[config.mk]
export PLATFORM = sky130hd
export DESIGN_NAME = radar_frame_to_modbus_bridge_flat
export DESIGN_NICKNAME = d
export VERILOG_FILES = /design/src/rtl/rf2mb_pkg.sv /design/src/rtl/rf2mb_rx_if.sv /design/src/rtl/rf2mb_tx_if.sv /design/src/rtl/rf2mb_front.sv /design/src/rtl/rf2mb_queue.sv /design/src/rtl/rf2mb_serial.sv /design/src/rtl/radar_frame_to_modbus_bridge.sv /design/src/flat_wrapper.sv
export VERILOG_INCLUDE_DIRS = /design/src /design/src/rtl
export SDC_FILE = /design/constraint.sdc
export NUM_CORES = 1
export LEC_CHECK = 0
export ABC_AREA = 1
export BUFFER_PORTS_ARGS = -buffer_cell sky130_fd_sc_hd__buf_2
export CAP_MARGIN = 20
export CORE_AREA = 2 2 185 187
export DETAILED_ROUTE_END_ITERATION = 6
export DIE_AREA = 0 0 187 189
export GPL_ROUTABILITY_DRIVEN = 1
export PLACE_DENSITY = 0.63
export SYNTH_ARGS = -nofsm -noshare
export SYNTH_HDL_FRONTEND = slang
export SYNTH_SLANG_ARGS = --single-unit
[constraint.sdc]
create_clock -name i_clk -period 5.5 [get_ports i_clk]
set_input_delay 0.275 -clock i_clk [delete_from_list [all_inputs] [get_ports i_clk]]
set_output_delay 0.275 -clock i_clk [all_outputs]
set_load 0.01 [all_outputs]
[src/rtl/radar_frame_to_modbus_bridge_assert.svh]
// Assertion macros for the radar frame to Modbus bridge.
// Included by the top level; relies on i_clk and i_rst_n in the including scope.
`ifndef RADAR_FRAME_TO_MODBUS_BRIDGE_ASSERT_SVH
`define RADAR_FRAME_TO_MODBUS_BRIDGE_ASSERT_SVH
`ifndef NO_ASSERTIONS
// same-cycle implication
`define RF2MB_ASSERT_NOW(lbl, ante, cons) \
    lbl: assert property (@(posedge i_clk) disable iff (!i_rst_n) (ante) |-> (cons)) \
        else $error("rf2mb: same-cycle check failed");
// next-cycle implication
`define RF2MB_ASSERT_NEXT(lbl, ante, cons) \
    lbl: assert property (@(posedge i_clk) disable iff (!i_rst_n) (ante) |=> (cons)) \
        else $error("rf2mb: next-cycle check failed");
`else
`define RF2MB_ASSERT_NOW(lbl, ante, cons)
`define RF2MB_ASSERT_NEXT(lbl, ante, cons)
`endif
`endif

[src/rtl/rf2mb_pkg.sv]
// Shared types, constants and CRC helper for the radar frame to Modbus bridge.
// No dependencies.
package rf2mb_pkg;

    localparam int HDR_LEN    = 8;
    localparam int TAG_LEN    = 4;
    localparam int HEAD_BYTES = 6;
    localparam int PREFIX_LEN = 7;
    localparam int FRAME_LEN  = 15;
    localparam int IDX_W      = 4;   // frame byte index 0..14
    localparam int HPOS_W     = 4;   // header position 0..8
    localparam int CNT_W      = 3;   // captured payload bytes 0..6
    localparam int QDEPTH     = 2;   // power of two
    localparam int QPTR_W     = $clog2(QDEPTH);
    localparam int QCNT_W     = $clog2(QDEPTH + 1);

    localparam logic [15:0] CRC_POLY = 16'hA001;
    localparam logic [15:0] CRC_INIT = 16'hFFFF;

    localparam logic [7:0] FRAME_PREFIX [PREFIX_LEN] =
        '{8'h01, 8'h10, 8'h00, 8'h00, 8'h00, 8'h03, 8'h06};
    localparam logic [7:0] TAG_PDAT [TAG_LEN] = '{8'h50, 8'h44, 8'h41, 8'h54};

    typedef struct packed {
        logic [8*HEAD_BYTES-1:0] head;
        logic [15:0]             crc;
    } t_frame;

    typedef struct packed {
        logic full;
        logic empty;
    } t_q_stat;

    typedef struct packed {
        logic             busy;
        logic [IDX_W-1:0] idx;
    } t_back_stat;

    // CRC-16/Modbus, one byte, reflected
    function automatic logic [15:0] crc_byte(input logic [15:0] crc, input logic [7:0] b);
        logic [15:0] c;
        c = crc ^ {8'h00, b};
        for (int i = 0; i < 8; i++) begin
            if (c[0]) begin
                c = (c >> 1) ^ CRC_POLY;
            end else begin
                c = c >> 1;
            end
        end
        return c;
    endfunction

    function automatic logic [15:0] prefix_crc();
        logic [15:0] c;
        c = CRC_INIT;
        for (int i = 0; i < PREFIX_LEN; i++) begin
            c = crc_byte(c, FRAME_PREFIX[i]);
        end
        return c;
    endfunction

    localparam logic [15:0] PREFIX_CRC = prefix_crc();

endpackage

[src/rtl/rf2mb_rx_if.sv]
// Receive channel: valid/ready handshake carrying one radar byte.
// No dependencies.
interface rf2mb_rx_if;
    logic       valid;
    logic       ready;
    logic [7:0] rx_byte;

    modport source (output valid, output rx_byte, input ready);
    modport sink   (input valid, input rx_byte, output ready);
endinterface

[src/rtl/rf2mb_tx_if.sv]
// Transmit channel: valid/ready handshake carrying one Modbus frame byte.
// No dependencies.
interface rf2mb_tx_if;
    logic       valid;
    logic       ready;
    logic [7:0] tx_byte;
    logic       frame_end;

    modport source (output valid, output tx_byte, output frame_end, input ready);
    modport sink   (input valid, input tx_byte, input frame_end, output ready);
endinterface

[src/rtl/rf2mb_front.sv]
// Packet parser: tracks header, tag match, length and first six payload bytes.
// Depends on rf2mb_pkg.
module rf2mb_front (
    input  logic              i_clk,
    input  logic              i_rst_n,
    input  logic              i_take,
    input  logic [7:0]        i_byte,
    output logic              o_push,
    output rf2mb_pkg::t_frame o_frame
);

    logic [rf2mb_pkg::HPOS_W-1:0] r_hpos, n_hpos;
    logic                         r_tag_ok, n_tag_ok;
    logic [31:0]                  r_len, n_len;     // length, then bytes remaining
    logic [rf2mb_pkg::CNT_W-1:0]  r_cnt, n_cnt;
    logic [47:0]                  r_head, n_head;
    logic [15:0]                  r_crc, n_crc;
    logic                         restart;

    always_comb begin
        n_hpos   = r_hpos;
        n_tag_ok = r_tag_ok;
        n_len    = r_len;
        n_cnt    = r_cnt;
        n_head   = r_head;
        n_crc    = r_crc;
        restart  = 1'b0;
        o_push   = 1'b0;
        if (i_take) begin
            if (r_hpos < rf2mb_pkg::HPOS_W'(rf2mb_pkg::TAG_LEN)) begin
                if (i_byte != rf2mb_pkg::TAG_PDAT[r_hpos[1:0]]) begin
                    n_tag_ok = 1'b0;
                end
                n_hpos = r_hpos + 1'b1;
            end else if (r_hpos < rf2mb_pkg::HPOS_W'(rf2mb_pkg::HDR_LEN)) begin
                n_len[{r_hpos[1:0], 3'b000} +: 8] = i_byte;
                n_hpos = r_hpos + 1'b1;
                // zero-length payload ends the packet here
                if (r_hpos == rf2mb_pkg::HPOS_W'(rf2mb_pkg::HDR_LEN - 1) &&
                    i_byte == 8'h00 && r_len[23:0] == 24'h0) begin
                    restart = 1'b1;
                end
            end else begin
                if (r_cnt < rf2mb_pkg::CNT_W'(rf2mb_pkg::HEAD_BYTES)) begin
                    n_head[{r_cnt, 3'b000} +: 8] = i_byte;
                    n_crc = rf2mb_pkg::crc_byte(r_crc, i_byte);
                    n_cnt = r_cnt + 1'b1;
                end
                n_len = r_len - 32'd1;
                if (r_len == 32'd1) begin
                    o_push  = r_tag_ok && (n_cnt == rf2mb_pkg::CNT_W'(rf2mb_pkg::HEAD_BYTES));
                    restart = 1'b1;
                end
            end
        end
        o_frame.head = n_head;
        o_frame.crc  = n_crc;
    end

    always_ff @(posedge i_clk) begin
        if (!i_rst_n || restart) begin
            r_hpos   <= '0;
            r_tag_ok <= 1'b1;
            r_cnt    <= '0;
            r_crc    <= rf2mb_pkg::PREFIX_CRC;
        end else begin
            r_hpos   <= n_hpos;
            r_tag_ok <= n_tag_ok;
            r_cnt    <= n_cnt;
            r_crc    <= n_crc;
        end
        r_len  <= n_len;
        r_head <= n_head;
    end

endmodule

[src/rtl/rf2mb_queue.sv]
// Short frame queue between parser and serialiser.
// Depends on rf2mb_pkg.
module rf2mb_queue (
    input  logic              i_clk,
    input  logic              i_rst_n,
    input  logic              i_push,
    input  rf2mb_pkg::t_frame i_frame,
    input  logic              i_pop,
    output rf2mb_pkg::t_frame o_frame,
    output rf2mb_pkg::t_q_stat o_stat
);

    rf2mb_pkg::t_frame            r_mem [rf2mb_pkg::QDEPTH];
    logic [rf2mb_pkg::QPTR_W-1:0] r_wp, r_rp;
    logic [rf2mb_pkg::QCNT_W-1:0] r_cnt, n_cnt;

    always_comb begin
        unique case ({i_push, i_pop})
            2'b10:   n_cnt = r_cnt + 1'b1;
            2'b01:   n_cnt = r_cnt - 1'b1;
            default: n_cnt = r_cnt;
        endcase
    end

    always_ff @(posedge i_clk) begin
        if (!i_rst_n) begin
            r_wp  <= '0;
            r_rp  <= '0;
            r_cnt <= '0;
        end else begin
            if (i_push) begin
                r_wp <= r_wp + 1'b1;
            end
            if (i_pop) begin
                r_rp <= r_rp + 1'b1;
            end
            r_cnt <= n_cnt;
        end
        if (i_push) begin
            r_mem[r_wp] <= i_frame;
        end
    end

    assign o_frame      = r_mem[r_rp];
    assign o_stat.full  = (r_cnt == rf2mb_pkg::QCNT_W'(rf2mb_pkg::QDEPTH));
    assign o_stat.empty = (r_cnt == '0);

endmodule

[src/rtl/rf2mb_serial.sv]
// Frame serialiser: sends prefix, six payload bytes and CRC, one word a cycle while ready.
// Depends on rf2mb_pkg and rf2mb_tx_if.
module rf2mb_serial (
    input  logic                  i_clk,
    input  logic                  i_rst_n,
    input  logic                  i_q_valid,
    input  rf2mb_pkg::t_frame     i_frame,
    output logic                  o_pop,
    output rf2mb_pkg::t_back_stat o_stat,
    rf2mb_tx_if.source            o_tx
);

    logic                        r_busy;
    logic [rf2mb_pkg::IDX_W-1:0] r_idx;
    logic [rf2mb_pkg::IDX_W-1:0] head_idx;
    rf2mb_pkg::t_frame           r_frame;
    logic                        fire;
    logic                        last;

    assign fire  = o_tx.valid && o_tx.ready;
    assign last  = (r_idx == rf2mb_pkg::IDX_W'(rf2mb_pkg::FRAME_LEN - 1));
    assign o_pop = i_q_valid && (!r_busy || (fire && last));

    always_ff @(posedge i_clk) begin
        if (!i_rst_n) begin
            r_busy <= 1'b0;
            r_idx  <= '0;
        end else if (o_pop) begin
            r_busy <= 1'b1;
            r_idx  <= '0;
        end else if (fire) begin
            if (last) begin
                r_busy <= 1'b0;
            end else begin
                r_idx <= r_idx + 1'b1;
            end
        end
        if (o_pop) begin
            r_frame <= i_frame;
        end
    end

    assign head_idx = r_idx - rf2mb_pkg::IDX_W'(rf2mb_pkg::PREFIX_LEN);

    always_comb begin
        priority if (r_idx < rf2mb_pkg::IDX_W'(rf2mb_pkg::PREFIX_LEN)) begin
            o_tx.tx_byte = rf2mb_pkg::FRAME_PREFIX[r_idx[2:0]];
        end else if (r_idx < rf2mb_pkg::IDX_W'(rf2mb_pkg::PREFIX_LEN + rf2mb_pkg::HEAD_BYTES)) begin
            o_tx.tx_byte = r_frame.head[{head_idx[2:0], 3'b000} +: 8];
        end else if (!last) begin
            o_tx.tx_byte = r_frame.crc[7:0];
        end else begin
            o_tx.tx_byte = r_frame.crc[15:8];
        end
    end

    assign o_tx.valid     = r_busy;
    assign o_tx.frame_end = last;
    assign o_stat.busy    = r_busy;
    assign o_stat.idx     = r_idx;

endmodule

[src/rtl/radar_frame_to_modbus_bridge.sv]
// Radar packet stream to Modbus RTU write-multiple-registers bridge.
// Input side i_rx (sink): one radar byte per word; packets are a 4-byte tag,
//   a 32-bit little-endian length and the payload. No resync on bad streams.
// Output side o_tx (source): 15-word Modbus frames, 01 10 00 00 00 03 06,
//   the first six payload bytes, CRC-16/Modbus low byte first; frame_end
//   marks the last word. A frame goes out only for tag PDAT with payload >= 6.
// Throughput: one input word per cycle while the frame queue has room; one
//   output word per cycle while o_tx.ready is high.
// Path: the queue takes the frame on the edge that takes the last payload
//   byte; the serialiser then loads it, once idle, and raises o_tx.valid.
// Stall: if o_tx is held off, frames wait in the two-entry queue and the
//   parser keeps taking bytes; i_rx.ready drops only when the queue is full.
// Reset (i_rst_n low, synchronous): parser returns to start of packet, queue
//   empties and o_tx.valid falls.
// Depends on rf2mb_pkg, the two channel interfaces and the assertion header.
`include "radar_frame_to_modbus_bridge_assert.svh"

module radar_frame_to_modbus_bridge (
    input  logic        i_clk,
    input  logic        i_rst_n,
    rf2mb_rx_if.sink    i_rx,
    rf2mb_tx_if.source  o_tx
);

    logic                  take;
    logic                  push;
    logic                  pop;
    rf2mb_pkg::t_frame     push_frame;
    rf2mb_pkg::t_frame     q_frame;
    rf2mb_pkg::t_q_stat    qs;
    rf2mb_pkg::t_back_stat bs;

    // parser stalls whenever the frame queue is full
    assign i_rx.ready = !qs.full;
    assign take       = i_rx.valid && i_rx.ready;

    rf2mb_front u_front (
        .i_clk   (i_clk),
        .i_rst_n (i_rst_n),
        .i_take  (take),
        .i_byte  (i_rx.rx_byte),
        .o_push  (push),
        .o_frame (push_frame)
    );

    rf2mb_queue u_queue (
        .i_clk   (i_clk),
        .i_rst_n (i_rst_n),
        .i_push  (push),
        .i_frame (push_frame),
        .i_pop   (pop),
        .o_frame (q_frame),
        .o_stat  (qs)
    );

    rf2mb_serial u_serial (
        .i_clk     (i_clk),
        .i_rst_n   (i_rst_n),
        .i_q_valid (!qs.empty),
        .i_frame   (q_frame),
        .o_pop     (pop),
        .o_stat    (bs),
        .o_tx      (o_tx)
    );

    // checks
    `RF2MB_ASSERT_NOW(a_push_has_room, push, !qs.full)
    `RF2MB_ASSERT_NEXT(a_pop_starts_frame, pop, bs.busy && (bs.idx == '0))
    `RF2MB_ASSERT_NEXT(a_drain_goes_idle, o_tx.valid && o_tx.ready && o_tx.frame_end && qs.empty, !o_tx.valid)

endmodule
[src/flat_wrapper.sv]
// flat-port wrapper written by rule: the top's interface ports become plain ports
module radar_frame_to_modbus_bridge_flat 
  (i_clk, i_rst_n, i_rx_valid, i_rx_rx_byte, i_rx_ready, o_tx_valid, o_tx_tx_byte, o_tx_frame_end, o_tx_ready);
  rf2mb_rx_if i_rx_i ();
  rf2mb_tx_if o_tx_i ();
  input  logic i_clk;
  input  logic i_rst_n;
  input wire logic [$bits(i_rx_i.valid)-1:0] i_rx_valid;
  input wire logic [$bits(i_rx_i.rx_byte)-1:0] i_rx_rx_byte;
  output wire logic [$bits(i_rx_i.ready)-1:0] i_rx_ready;
  output wire logic [$bits(o_tx_i.valid)-1:0] o_tx_valid;
  output wire logic [$bits(o_tx_i.tx_byte)-1:0] o_tx_tx_byte;
  output wire logic [$bits(o_tx_i.frame_end)-1:0] o_tx_frame_end;
  input wire logic [$bits(o_tx_i.ready)-1:0] o_tx_ready;
  assign i_rx_i.valid = i_rx_valid;
  assign i_rx_i.rx_byte = i_rx_rx_byte;
  assign i_rx_ready = i_rx_i.ready;
  assign o_tx_valid = o_tx_i.valid;
  assign o_tx_tx_byte = o_tx_i.tx_byte;
  assign o_tx_frame_end = o_tx_i.frame_end;
  assign o_tx_i.ready = o_tx_ready;
  radar_frame_to_modbus_bridge u_core (.i_clk(i_clk), .i_rst_n(i_rst_n), .i_rx(i_rx_i), .o_tx(o_tx_i));
endmodule
Word-level counts from Yosys, hierarchy flattened
Memories as Yosys holds them, arrays and structs flattened. A register that Yosys moved wholly into a read port is not among the register bits.
Index checks and enable logic that the tools add are counted.
W data, S select, Z words.
- memories: 2
- output and inout bits: 11
- bits in writable memories: 128
- bits in registers: 113
- input bits: 12
- word-level logic and storage cells: 162
- bits in read-only memories: 64
- muxes and demuxes: 76
- $add $sub $neg: 11
- order comparisons: 7
- equal/unequal tests: 8
- reduce and logical (&&, ||, !) cells: 27
- bitwise logic cells: 15
- shift operators: 5
- memories (name ; depth ; bits a word ; read ports ; clocked after Yosys merged registers in ; write ports ; line ; source):
    u_core.u_queue.r_mem ; 2 ; 64 ; 1 ; 1 ; 1 ; rf2mb_queue.sv:13 ; rf2mb_pkg::t_frame r_mem [rf2mb_pkg::QDEPTH];
    (no name shown) ; 8 ; 8 ; 1 ; 0 ; 0 ; rf2mb_serial.sv:47 ; o_tx.tx_byte = rf2mb_pkg::FRAME_PREFIX[r_idx[2:0]];
- operator list (operator ; count):
    $mux W16 ; 40
    $mux W48 ; 4
    $mux W8 ; 7
    $bwmux W48 ; 1
    $shift A8 B8 Y48 const A ; 1
    $shiftx A48 B7 Y8 ; 1
    $shiftx A8 B8 Y48 ; 1
    $bwmux W32 ; 1
    $eq A32 B1 Y1 const B ; 1
    $mux W32 ; 1
    $shift A8 B7 Y32 const A ; 1
    $shiftx A8 B7 Y32 ; 1
    $sub A32 B1 Y32 const B ; 1
    $not A2 Y3 ; 9
    $logic_not A24 Y1 ; 1
    $bmux W8 S2 ; 1
    $xor A16 B8 Y16 ; 1
    $mux W1 ; 14
    $mux W3 ; 4
    $add A4 B1 Y4 const B ; 2
    $logic_not A8 Y1 ; 1
    $lt A4 B3 Y1 const B ; 2
    $lt A4 B4 Y1 const B ; 2
    $mux W4 ; 2
    27 further kinds ; 49

Depth between registers and ports, before layout
Gate-level depths: netlist of the first run.
- word-level depth: 49
- mapped depth: 15

Modules after synthesis
From an unflattened synthesis of the first run, not the netlist that was laid out.
- cell total of the unflattened synthesis: 1226
- area total of the unflattened synthesis: 13593.0 um^2
- modules (own cells, without submodules) (module ; instances ; seq. area each (um^2) ; cells an instance ; area each (um^2)):
    rf2mb_front ; 1 ; 2402.3 ; 718 ; 5418.9
    rf2mb_queue ; 1 ; 3943.8 ; 234 ; 5147.4
    rf2mb_serial ; 1 ; 2021.9 ; 270 ; 3009.1
    radar_frame_to_modbus_bridge ; 1 ; 0.0 ; 4 ; 17.5

Worst setup path after synthesis of the first run
Ideal clock, no wire load.
- kind: register -> register
- from: register u_core.u_serial.r_idx[0] (netlist name)
- to: register u_core.u_queue.r_cnt[1] (netlist name)
- required time: 5.378 ns
- setup time: 0.122 ns
- path slack: -0.547 ns
- arrival: 5.925 ns
- cell stages (with the launch flop): 16
- cells stage by stage: dfxtp_1 > clkbuf_1 > inv_1 > buf_1 > ha_1 > nand3_2 > clkinv_1 > nand2_1 > nand2_1 > inv_1 > a21oi_1 > ha_1 > a21oi_1 > o21ai_0 > o21ai_0 > a21oi_1
- longest elaborated chain between the ends: 6
- RTL lines (element ; line ; source):
    start: declaration ; rf2mb_serial.sv:14 ; logic [rf2mb_pkg::IDX_W-1:0] r_idx;
    start signal: assignment ; rf2mb_serial.sv:35 ; r_idx <= r_idx + 1'b1;
    $eq A4 B4 Y1 (*) ; rf2mb_serial.sv:21 ; assign last = (r_idx == rf2mb_pkg::IDX_W'(rf2mb_pkg::FRAME_LEN - 1));
    net o_tx_frame_end ; flat_wrapper.sv:13 ; output wire logic [$bits(o_tx_i.frame_end)-1:0] o_tx_frame_end;
    $logic_and A1 B1 Y1 (*) ; rf2mb_serial.sv:22 ; assign o_pop = i_q_valid && (!r_busy || (fire && last));
    $logic_or A1 B1 Y1 (*) ; rf2mb_serial.sv:22 ;
    $logic_and A1 B1 Y1 (*) ; rf2mb_serial.sv:22 ;
    net u_core.pop ; radar_frame_to_modbus_bridge.sv:27 ; logic pop;
    $eq A2 B1 Y1 / $eq A2 B2 Y1 (equally long branches) ; rf2mb_queue.sv:18 ; unique case ({i_push, i_pop})
    $pmux W2 S2 / $reduce_bool A2 Y1 (equally long branches) ; n/a ;
    end signal: assignment ; rf2mb_queue.sv:37 ; r_cnt <= n_cnt;
    end: declaration ; rf2mb_queue.sv:15 ; logic [rf2mb_pkg::QCNT_W-1:0] r_cnt, n_cnt;
Mark *: on every way through the listed nets, which the timed path passes. The rest lies on a longest branch.
A chain may end at the register's enable or synchronous reset.

Final worst setup path of the first run
- from: register u_core.u_front.r_hpos[3] (netlist name)
- to: memory u_core.u_queue.r_mem[1][39] (netlist name), enable pin
- longest elaborated chain between the ends: 6
- RTL lines (element ; line ; source):
    start: declaration ; rf2mb_front.sv:12 ; logic [rf2mb_pkg::HPOS_W-1:0] r_hpos, n_hpos;
    start signal: assignment ; rf2mb_front.sv:67 ; r_hpos <= n_hpos;
    $lt A4 B4 Y1 ; rf2mb_front.sv:35 ; end else if (r_hpos < rf2mb_pkg::HPOS_W'(rf2mb_pkg::HDR_LEN)) begin
    $mux W1 ; rf2mb_front.sv:35 ;
    $mux W1 (*) ; rf2mb_front.sv:30 ; if (r_hpos < rf2mb_pkg::HPOS_W'(rf2mb_pkg::TAG_LEN)) begin
    $mux W1 (*) ; rf2mb_front.sv:29 ; if (i_take) begin
    $mux W1 (*) ; rf2mb_queue.sv:39 ; if (i_push) begin
    $mux W1 (not written as such) (*) ; rf2mb_queue.sv:40 ; r_mem[r_wp] <= i_frame;
    end: declaration ; rf2mb_queue.sv:13 ;
Mark *: on every way between the ends. The rest lies on a longest branch, timed or not.

==> qor.yml, run 1 <==
run_status:
  outcome: "complete, no violations"
synth:
  synth-edff-count: 224
  synth_area_sq_um: 13100
  ys_ff_latch: 305
  synth_nets: 1357
  synth_top_area_cell: "edfxtp_1"
  syn_avg_cell_area_sq_um: 9.87
  synth_top_cells_by_area: "edfxtp_1, dfxtp_1, nand2_1, o21ai_0, inv_1"
  yosysSeqAreaShare_pct: 63.7
  synth-async-reset-ratio_pct: 0
  synth_warnings: 0
  postSynthCellCount: 1329
  post_synth_top_flop: "edfxtp_1"
  synth_cell_type_count: 47
  synthDominantCellAreaShare_pct: 51.3
routing:
  remaining_drc_errors: 0
  drt-initial-drc-count: 641
  drt-total-wl_um: 29200
  detailedRoute.firstPassIterationCount: 5
  drt.antenna.violating_nets: 0
  wl_per_cell_um: 16.1
  routed_via_density: 4.90
  dr_total_vias: 8926
worst_setup_path:
  critPathTopFamily: "simple AND/OR/NAND/NOR gates"
  crit_path_end_kind: "register"
  worstPathBufferInverterCount: 3
  critPathArrivalTime_ns: 4.04
  rr_endpoint: "u_core.u_queue.r_mem[1][39]"
  cpPeakStageDelay_ns: 0.96
  regToRegStartpoint: "u_core.u_front.r_hpos[3]"
  worst_ep_required_time_ns: 5.73
  reg2regPathDepth: 9
  critical_path_class: "reg2reg"
  worst_setup_path_startpoint: "u_core.u_front.r_hpos[3]"
  slowest_library_cell_on_the_worst_path: "dfxtp_1"
  worst-r2r-setup-slack_ns: 1.69
  timing.critical_path.from_type: "register"
  worst-path-max-fanout: 38
  critical_path.cell_chain: "inv_2, nor2_1, nand3_1, inv_1, nand4_1, nor2_1, nand4_1, nor2_4, buf_12"
power_and_ir_drop:
  static-leakage-power_nw: 5.79
  design_power_total_mw: 4.61
  pwr_density_cell_nw_per_um2: 313
  max-vdd-ir-drop_mv: 0.248
min_path:
  hold_class: "in2reg"
  hold_path_depth: 3
  hold_start: "i_rst_n"
  hold_end: "u_core.u_queue.r_rp"
floorplan:
  floorplan.rows: 67
  initial_core_util_pct: 39.4
  fp.dieArea_sq_um: 35300
  total_core_area_sq_um: 33300
  dieWidth_um: 187
  die_h_um: 189
  num_io_pins: 23
sta:
  rsz_0062_raised_after_global_routing: "false"
  layout_min_cycle_time_ns: 3.81
  report.final.setup_viol: 0
  final.setup.tns_ns: 0
  timing_worst_slew_pin_value_ns: 0.982
  layout_worst_path_cycle_share_pct: 69.3
  achievable-frequency_ghz: 0.262
  worst_clock_skew_ns: 0.0109
  slew_headroom_pct: 34.4
  finalHoldViolations: 0
  report.final.slew_viol_count: 0
job:
  max_cap_violations: 0
clock_network:
  postCtsSetupRepairBufs: 0
  cts_root_buffer: "clkbuf_16"
  cts_hold_buf: 0
  cts_buffers: 31
  clkTransAtPathRegs_ns: 0.06
  cts_tree: "built"
  cts.htree.levels: 1
  clock-sinks: 305
  ctsLongestPathBuffers: 3
  clkLatencyLatePin_ns: 0.54
  number_of_instances_resized_during_post_cts_repair: 0
global_route:
  maximum_number_of_pins_on_one_net_before_global_route_repair: 68
  vias_in_the_first_global_route: 8512
  globalRouteOverflowTotal: 0
  antenna_found_initial: 0
  wire_length_of_the_first_global_routing_pass_um: 46600
  grtUsageTotal_pct: 16.5
layout:
  drive_above_1_share_pct: 8.02
  num-fill-cells: 3090
  flow.area_growth_from_synthesis_pct: 12.2
  antenna_cells_inserted: 0
  final_nets: 1376
placement:
  detailed_place_hpwl_um: 20200
  place.port_buffers: 22
  routabilityCongestion: 0.918
worst max-delay path by stage:
stage | endpoint | slack, ns | cells after the start
finish | u_core.u_queue.r_mem[1][39] | 1.69 | 9
global route | u_core.u_queue.r_mem[1][24] | 1.32 | 9
CTS | u_core.u_queue.r_mem[1][31] | 1.72 | 9
detailed placement | u_core.u_queue.r_mem[0][31] | 1.72 | 9
global placement | u_core.u_queue.r_mem[1][27] | 1.77 | 9
floorplan | u_core.u_queue.r_mem[0][0] | 0.94 | 6
where the power goes:
group,total (mW),switching [mW],internal [mW],leakage [nW]
clock network,2.06,0.834,1.23,0.490
logic,0.0955,0.0720,0.0236,2.57
registers,2.45,0.00456,2.44,2.74
total,4.61,0.910,3.70,5.79
logic make-up (layout without fill, tap and decap cells):
family                     Yosys count  in the layout  synth area share, %
AOI/OAI and AO/OA                  184            184                 7.61
adders and majority gates           16             16                 1.53
muxes                                8              8                0.792
buffers and inverters              168            211                 5.12
xor gates and xnor gates            22             22                 1.47
and+or+nand+nor                    626            626                 19.8
DFF                                305            305                 63.7
area by class of cell:
type	instances	area, sq um	share of cell area, %
multi-input combinational	856	4120	28.0
clock inverter	15	163	1.11
sequential	305	8350	56.7
timing repair buffer	28	193	1.31
clock buffer	42	857	5.83
inverter	126	473	3.21
tap	448	561	3.81
flip-flops by register name (all words and copies together) (netlist names):
signal,flops
u_core.u_queue.r_rp,1
u_core.u_front.r_tag_ok,1
u_core.u_front.r_hpos,4
u_core.u_front.r_crc,16
u_core.u_front.r_len,32
u_core.u_queue.r_cnt,2
u_core.u_serial.r_idx,4
u_core.u_queue.r_wp,1
u_core.u_front.r_cnt,3
u_core.u_front.r_head,48
u_core.u_queue.r_mem,128
u_core.u_serial.r_frame,64
u_core.u_serial.o_tx.valid,1
per-layer routing:
layer / global-route usage, % / wire length, um / vias up
li1: - / - / 4487
met1: 23.4 / 13900 / 4170
met2: 26.5 / 13200 / 213
met3: 2.09 / 1310 / 56
met4: 5.43 / 844 / 0
met5: 0 / 0 / -
placed cells by master (no fill, tap or decap), types with 9 or more instances in the layout:
| cell | instances |
|---|---|
| xnor2_1 | 9 |
| nor3_1 | 17 |
| dfxtp_1 | 80 |
| nor2_1 | 108 |
| xor2_1 | 13 |
| edfxtp_1 | 224 |
| nand2_1 | 408 |
| a21oi_1 | 36 |
| nand3_1 | 56 |
| buf_2 | 22 |
| clkbuf_16 | 31 |
| ha_1 | 16 |
| o21ai_0 | 109 |
| nand4_1 | 12 |
| inv_1 | 117 |
| o22ai_1 | 16 |
synth_stat cells (4+ instances only):
master	count
o21ai_1	5
o21ai_0	109
nand3_1	56
xor2_1	13
nand2_1	408
xnor2_1	9
inv_2	8
o22ai_1	16
mux2_4	4
edfxtp_1	224
nor2_2	5
o32ai_1	4
ha_1	16
inv_1	117
dfxtp_1	81
clkbuf_1	27
buf_2	6
nor2_1	110
a21oi_1	37
nor3_1	17
nand4_1	12
tightest hold or removal path, stage by stage:
cell and delay, ns:
buf_2 0.17, o21ai_0 0.09, a21oi_1 0.04
through the flow:
step | hold slack, ns | setup slack (ns) | cell area (sq um) | cells | utilization [%]
finish | 0.0767 | 1.69 | 14700 | 1820 | 44.2
global route | 0.0706 | 1.32 | 14700 | 1820 | 44.2
CTS | 0.0483 | 1.72 | 14700 | 1819 | 44.1
detailed placement | 0.465 | 1.72 | 13700 | 1762 | 41.1
global placement | 0.465 | 1.77 | 13700 | 1762 | 41.1
floorplan | 0.405 | 0.937 | 13100 | 1329 | -
No activity file was read; power rests on OpenSTA's default activity.
==> run 2: changes to the inputs <==
Clock period 5.5 ns to 3.2 ns, I/O delays scaled along.
==> run 2 against run 1 <==
Effect of this change: sequential share of layout area down 0.93 points; cell area up 1.7%; clock skew up 0.0048 ns; sequential power up 71%; via count up 2.5%; die area unchanged; flip-flop and latch count unchanged; count of clock-buffer cells in the layout up 9; non-clock buffer count up 17; register-to-register slack worse by 1.1 ns; critical path type is now reg2out; critical endpoint is now o_tx_tx_byte[7]; largest power group unchanged.
==> qor.yml, run 2 (same netlist as run 1, synthesis figures left out) <==
placement:
  detailed_place_hpwl_um: 20500
  routabilityCongestion: 0.870
  place.port_buffers: 22
  dp.cells: 1779
  dpl_worst_slack_ns: 0.579
floorplan:
  floorplan.rows: 67
  die_h_um: 189
  num_io_pins: 23
  total_core_area_sq_um: 33300
  fp.dieArea_sq_um: 35300
  initial_core_util_pct: 39.4
  dieWidth_um: 187
worst_setup_path:
  timing.critical_path.from_type: "register"
  setup.worst_path.end: "o_tx_tx_byte[7]"
  reg2regPathDepth: 7
  critPathArrivalTime_ns: 2.68
  regToRegStartpoint: "u_core.u_front.r_cnt[0]"
  worst_setup_path_startpoint: "u_core.u_serial.r_idx[1]"
  crit_path_end_kind: "primary output"
  path_common_cell: "inv_1"
  worst_ep_required_time_ns: 3.04
  critPathTopFamily: "compound AO/OA/AOI/OAI gates"
  worstPathBufferInverterCount: 3
  cpPeakStageDelay_ns: 0.50
  slowest_library_cell_on_the_worst_path: "ha_1"
  cp_num_cells: 9
  worst-path-max-fanout: 12
  critical_path_class: "reg2out"
  critical_path.cell_chain: "inv_1, ha_1, inv_1, nor2_1, o21ai_0, a21oi_1, nor3_1, a311oi_1, buf_2"
  rr_endpoint: "u_core.u_queue.r_mem[0][39]"
  worst-r2r-setup-slack_ns: 0.56
clock_network:
  cts_buffers: 34
  postCtsSetupRepairBufs: 0
  ctsLongestPathBuffers: 3
  cts_root_buffer: "clkbuf_16"
  clkLatencyLatePin_ns: 0.52
  cts.htree.levels: 2
  clock-sinks: 305
  clkTransAtPathRegs_ns: 0.06
  cts_tree: "built"
global_route:
  grtUsageTotal_pct: 17.2
  wire_length_of_the_first_global_routing_pass_um: 47400
  vias_in_the_first_global_route: 8586
  antenna_found_initial: 0
  maximum_number_of_pins_on_one_net_before_global_route_repair: 69
  globalRouteOverflowTotal: 0
routing:
  met2WireLength_um: 13800
  remaining_drc_errors: 0
  drt.antenna.violating_nets: 0
  drt-initial-drc-count: 785
  wl_met1_um: 14000
  detailedRoute.firstPassIterationCount: 5
  routed_via_density: 4.97
  met3_length_um: 1520
  topRoutingLayerUsed: "met4"
  drt-total-wl_um: 30500
  wl_per_cell_um: 16.6
  dr_total_vias: 9150
layout:
  final_nets: 1396
  drive_above_1_share_pct: 9.68
  flow.area_growth_from_synthesis_pct: 14.1
  biggest_register: "u_core.u_queue.r_mem"
  final-instance-count-excl-fill: 1842
  most_frequent_cells_in_the_layout: "nand2_1, edfxtp_1, inv_1"
  largestRegisters: "u_core.u_queue.r_mem x128, u_core.u_serial.r_frame x64, u_core.u_front.r_head x48"
  antenna_cells_inserted: 0
  final_common_cell: "nand2_1"
  largest_register_ffs: 128
power_and_ir_drop:
  max-vdd-ir-drop_mv: 0.403
  pwr-share-comb_pct: 2.2
  power.share.sequential_pct: 50.9
  power_switching_mw: 1.69
  pwr_density_cell_nw_per_um2: 552
  internal_power_mw: 6.58
  design_power_total_mw: 8.26
  static-leakage-power_nw: 5.94
  netSwitchingFraction_pct: 20.4
  power.clock.fraction_pct: 47.0
sta:
  layout_min_cycle_time_ns: 2.84
  fin_hold_ws_ns: 0.0513
  slew_headroom_pct: 40.3
  rsz_0062_raised_after_global_routing: "false"
  worst_clock_skew_ns: 0.0158
  fin_ws_ns: 0.359
  layout_worst_path_cycle_share_pct: 88.8
  achievable-frequency_ghz: 0.352
  final.setup.tns_ns: 0
  report.final.setup_viol: 0
  report.final.slew_viol_count: 0
  timing_worst_slew_pin_value_ns: 0.896
  finalHoldViolations: 0
run_status:
  outcome: "complete, no violations"
min_path:
  hold_class: "in2reg"
job:
  max_cap_violations: 0
==> run 2: worst min path at each step <==
| stage | from | end | slack (ns) | cells after the start |
|---|---|---|---|---|
| final | i_rx_valid | u_core.u_front.r_tag_ok | 0.05 | 4 |
| after global routing | i_rx_rx_byte[5] | u_core.u_front.r_head[29] | 0.07 | 3 |
| after CTS | i_rx_valid | u_core.u_front.r_tag_ok | 0.04 | 4 |
| after detailed placement | u_core.u_front.r_tag_ok | u_core.u_front.r_tag_ok | 0.46 | 2 |
| after global placement | u_core.u_front.r_tag_ok | u_core.u_front.r_tag_ok | 0.46 | 2 |
| after floorplan | i_rst_n | u_core.u_serial.o_tx.valid | 0.29 | 2 |
==> run 2: power groups by stage <==
stage / sequential (mW) / clock [mW] / combinational [mW]
2_1_floorplan: 4.29 / 0 / 0.104
3_3_place_gp: 4.29 / 0 / 0.177
3_5_place_dp: 4.29 / 0 / 0.179
4_1_cts: 4.20 / 3.94 / 0.181
5_1_grt: 4.20 / 4.11 / 0.197
6_report: 4.20 / 3.88 / 0.179
==> run 2: final cells by class <==
type,instances,area [sq um]
tap,448,561
timing repair buffer,45,310
sequential,305,8350
clock inverter,11,97.6
fill,3121,18300
inverter,126,478
multi-input combinational,856,4130
clock buffer,51,1040
==> run 2: worst register-to-register path, delay by kind of cell, from the launching register on <==
kind | cells | cell delay [ns]
buf+inv | 2 | 0.22
fa+ha+maj | 2 | 0.62
mux | 1 | 0.46
simple gates | 2 | 0.64
flops | 1 | 0.46
==> run 2: repair_timing <==
item                                   4_1_cts  5_1_grt
hold buffers                                 1        0
gates resized for setup                      0        0
endpoints found under the hold margin        5        0
==> run 2: metal layers <==
metal	global-route usage [%]	vias up
met5	0	-
met3	2.80	80
li1	-	4535
met1	23.4	4277
met2	27.2	258
met4	7.84	0
==> run 2: stage by stage <==
step                      util (%)  instance area (sq um)
after detailed placement      41.5                  13800
after CTS                     44.9                  15000
after global placement        41.5                  13800
after floorplan                  -                  13100
after global routing          44.9                  15000
final                         44.9                  15000
==> run 3: changes to the inputs <==
Settings changed: CORE_AREA 2 2 185 187 to 2 2 185 150, CTS_BUF_LIST set to sky130_fd_sc_hd__clkbuf_8, DIE_AREA 0 0 187 189 to 0 0 187 152, PLACE_DENSITY 0.63 to 0.75.
==> run 3 against run 2 <==
Effect of this change: cell area down 1.1%; sequential power about the same; routed wire length up 1.7%; utilization up 10 points.
==> qor.yml, run 3 (same netlist as run 1, synthesis figures left out) <==
run_status:
  outcome: "complete, no violations"
job:
  max_cap_violations: 0
routing:
  dr_total_vias: 9442
  remaining_drc_errors: 0
  wl_per_cell_um: 17.4
  drt.antenna.violating_nets: 0
  drt-initial-drc-count: 967
  routed_via_density: 5.30
  detailedRoute.firstPassIterationCount: 6
  drt-total-wl_um: 31100
layout:
  final_common_cell: "nand2_1"
  final_util_pct: 55.2
  most_frequent_cells_in_the_layout: "nand2_1, edfxtp_1, inv_1"
  final_nets: 1407
  fin_area_sq_um: 14800
  antenna_cells_inserted: 0
  largestRegisters: "u_core.u_queue.r_mem x128, u_core.u_serial.r_frame x64, u_core.u_front.r_head x48"
  biggest_register: "u_core.u_queue.r_mem"
  largest_register_ffs: 128
  num-fill-cells: 2278
  flow.area_growth_from_synthesis_pct: 12.8
  final-instance-count-excl-fill: 1782
  drive_above_1_share_pct: 10.4
worst_setup_path:
  critPathTopFamily: "compound AO/OA/AOI/OAI gates"
  cpPeakStageDelay_ns: 0.42
  worst-path-max-fanout: 12
  timing.critical_path.from_type: "register"
  critPathArrivalTime_ns: 2.81
  critical_path.cell_chain: "inv_1, ha_1, buf_4, inv_1, o21ai_0, o22ai_2, nand2_1, a221o_1, nand2_1, buf_2"
  crit_path_end_kind: "primary output"
  slowest_library_cell_on_the_worst_path: "dfxtp_1"
  worst_ep_required_time_ns: 3.04
  critical_path_class: "reg2out"
  worstPathBufferInverterCount: 4
clock_network:
  cts.htree.levels: 2
  cts_buffers: 47
  ctsLongestPathBuffers: 3
  clock-sinks: 305
  cts_root_buffer: "clkbuf_8"
  cts_tree: "built"
  postCtsSetupRepairBufs: 0
  clkLatencyLatePin_ns: 0.57
  clkTransAtPathRegs_ns: 0.06
global_route:
  maximum_number_of_pins_on_one_net_before_global_route_repair: 69
  wire_length_of_the_first_global_routing_pass_um: 49300
  vias_in_the_first_global_route: 8975
  global_route_met1_usage_pct: 32.0
  grtUsageTotal_pct: 22.2
  antenna_found_initial: 1
  globalRouteOverflowTotal: 0
  grt.met2_usage_pct: 34.7
  gr-usage-met3_pct: 4.20
  globalRoute.busiestLayer: "met2"
sta:
  report.final.slew_viol_count: 0
  finalHoldViolations: 0
  layout_min_cycle_time_ns: 2.97
  achievable-frequency_ghz: 0.336
  layout_worst_path_cycle_share_pct: 92.9
  final.setup.tns_ns: 0
  worst_clock_skew_ns: 0.0272
  report.final.setup_viol: 0
  slew_headroom_pct: 50.7
  timing_worst_slew_pin_value_ns: 0.739
  rsz_0062_raised_after_global_routing: "false"
floorplan:
  die_h_um: 152
  total_core_area_sq_um: 26800
  num_io_pins: 23
  floorplan.rows: 54
  initial_core_util_pct: 48.9
  fp.dieArea_sq_um: 28400
  dieWidth_um: 187
placement:
  dp.cells: 1691
  place.port_buffers: 22
  routabilityCongestion: 0.898
  detailed_place.area_sq_um: 13700
  detailed_place_hpwl_um: 20300
min_path:
  hold_class: "in2reg"
power_and_ir_drop:
  max-vdd-ir-drop_mv: 0.264
  static-leakage-power_nw: 5.98
  pwr_density_cell_nw_per_um2: 530
## run 3: power breakdown
group          total (mW)  leakage, nW  switching [mW]  internal, mW
Sequential           4.21         2.74         0.00823          4.20
Combinational       0.176         2.65           0.133        0.0432
Clock                3.47        0.592            1.52          1.94
## run 3: metal layers
layer	up-vias	share of wire (%)
met4	0	1.8
met1	4466	45
met3	50	7.7
met2	356	45
li1	4570	-
met5	-	0
## run 3: path summary, 6_finish.rpt
path | from | endpoint | slack (ns) | cells past startpoint
max | u_core.u_serial.r_idx[1] | o_tx_tx_byte[0] | 0.23 | 10
min | o_tx_ready | u_core.u_serial.r_idx[1] | 0.05 | 4
max reg2reg | u_core.u_front.r_cnt[0] | u_core.u_queue.r_cnt[1] | 0.40 | 10
min reg2reg | u_core.u_front.r_head[10] | u_core.u_front.r_head[10] | 0.49 | 1
## run 3: what timing repair did
item / 4_1_cts / 5_1_grt
setup endpoints to repair: 0 / 4
hold buffers: 3 / 0
resized for setup: 0 / 3
endpoints found under the hold margin: 7 / 0
## run 3: tightest hold or removal path, stage by stage
cell and delay [ns]:
buf_2 0.09, nand3_1 0.16, nand2_1 0.10, a21oi_1 0.06
## run 3: metrics by stage
stage,hold slack (ns),worst slack (ns),total power [mW]
after global placement,0.459,0.600,4.46
after CTS,0.0102,0.0321,7.89
final,0.0508,0.227,7.85
after global routing,0.0261,0.00864,8.09
after floorplan,0.290,-0.323,4.39
after detailed placement,0.464,0.461,4.46
## run 3: final cells by class
class	instances	area, sq um	area share, %
clock buffers	60	826	5.58
flip-flops and latches	305	8350	56.4
inverters	126	478	3.23
repair buffers	43	345	2.33
clock inverters	28	209	1.41
multi-input cells	856	4130	27.9
well taps	364	455	3.08
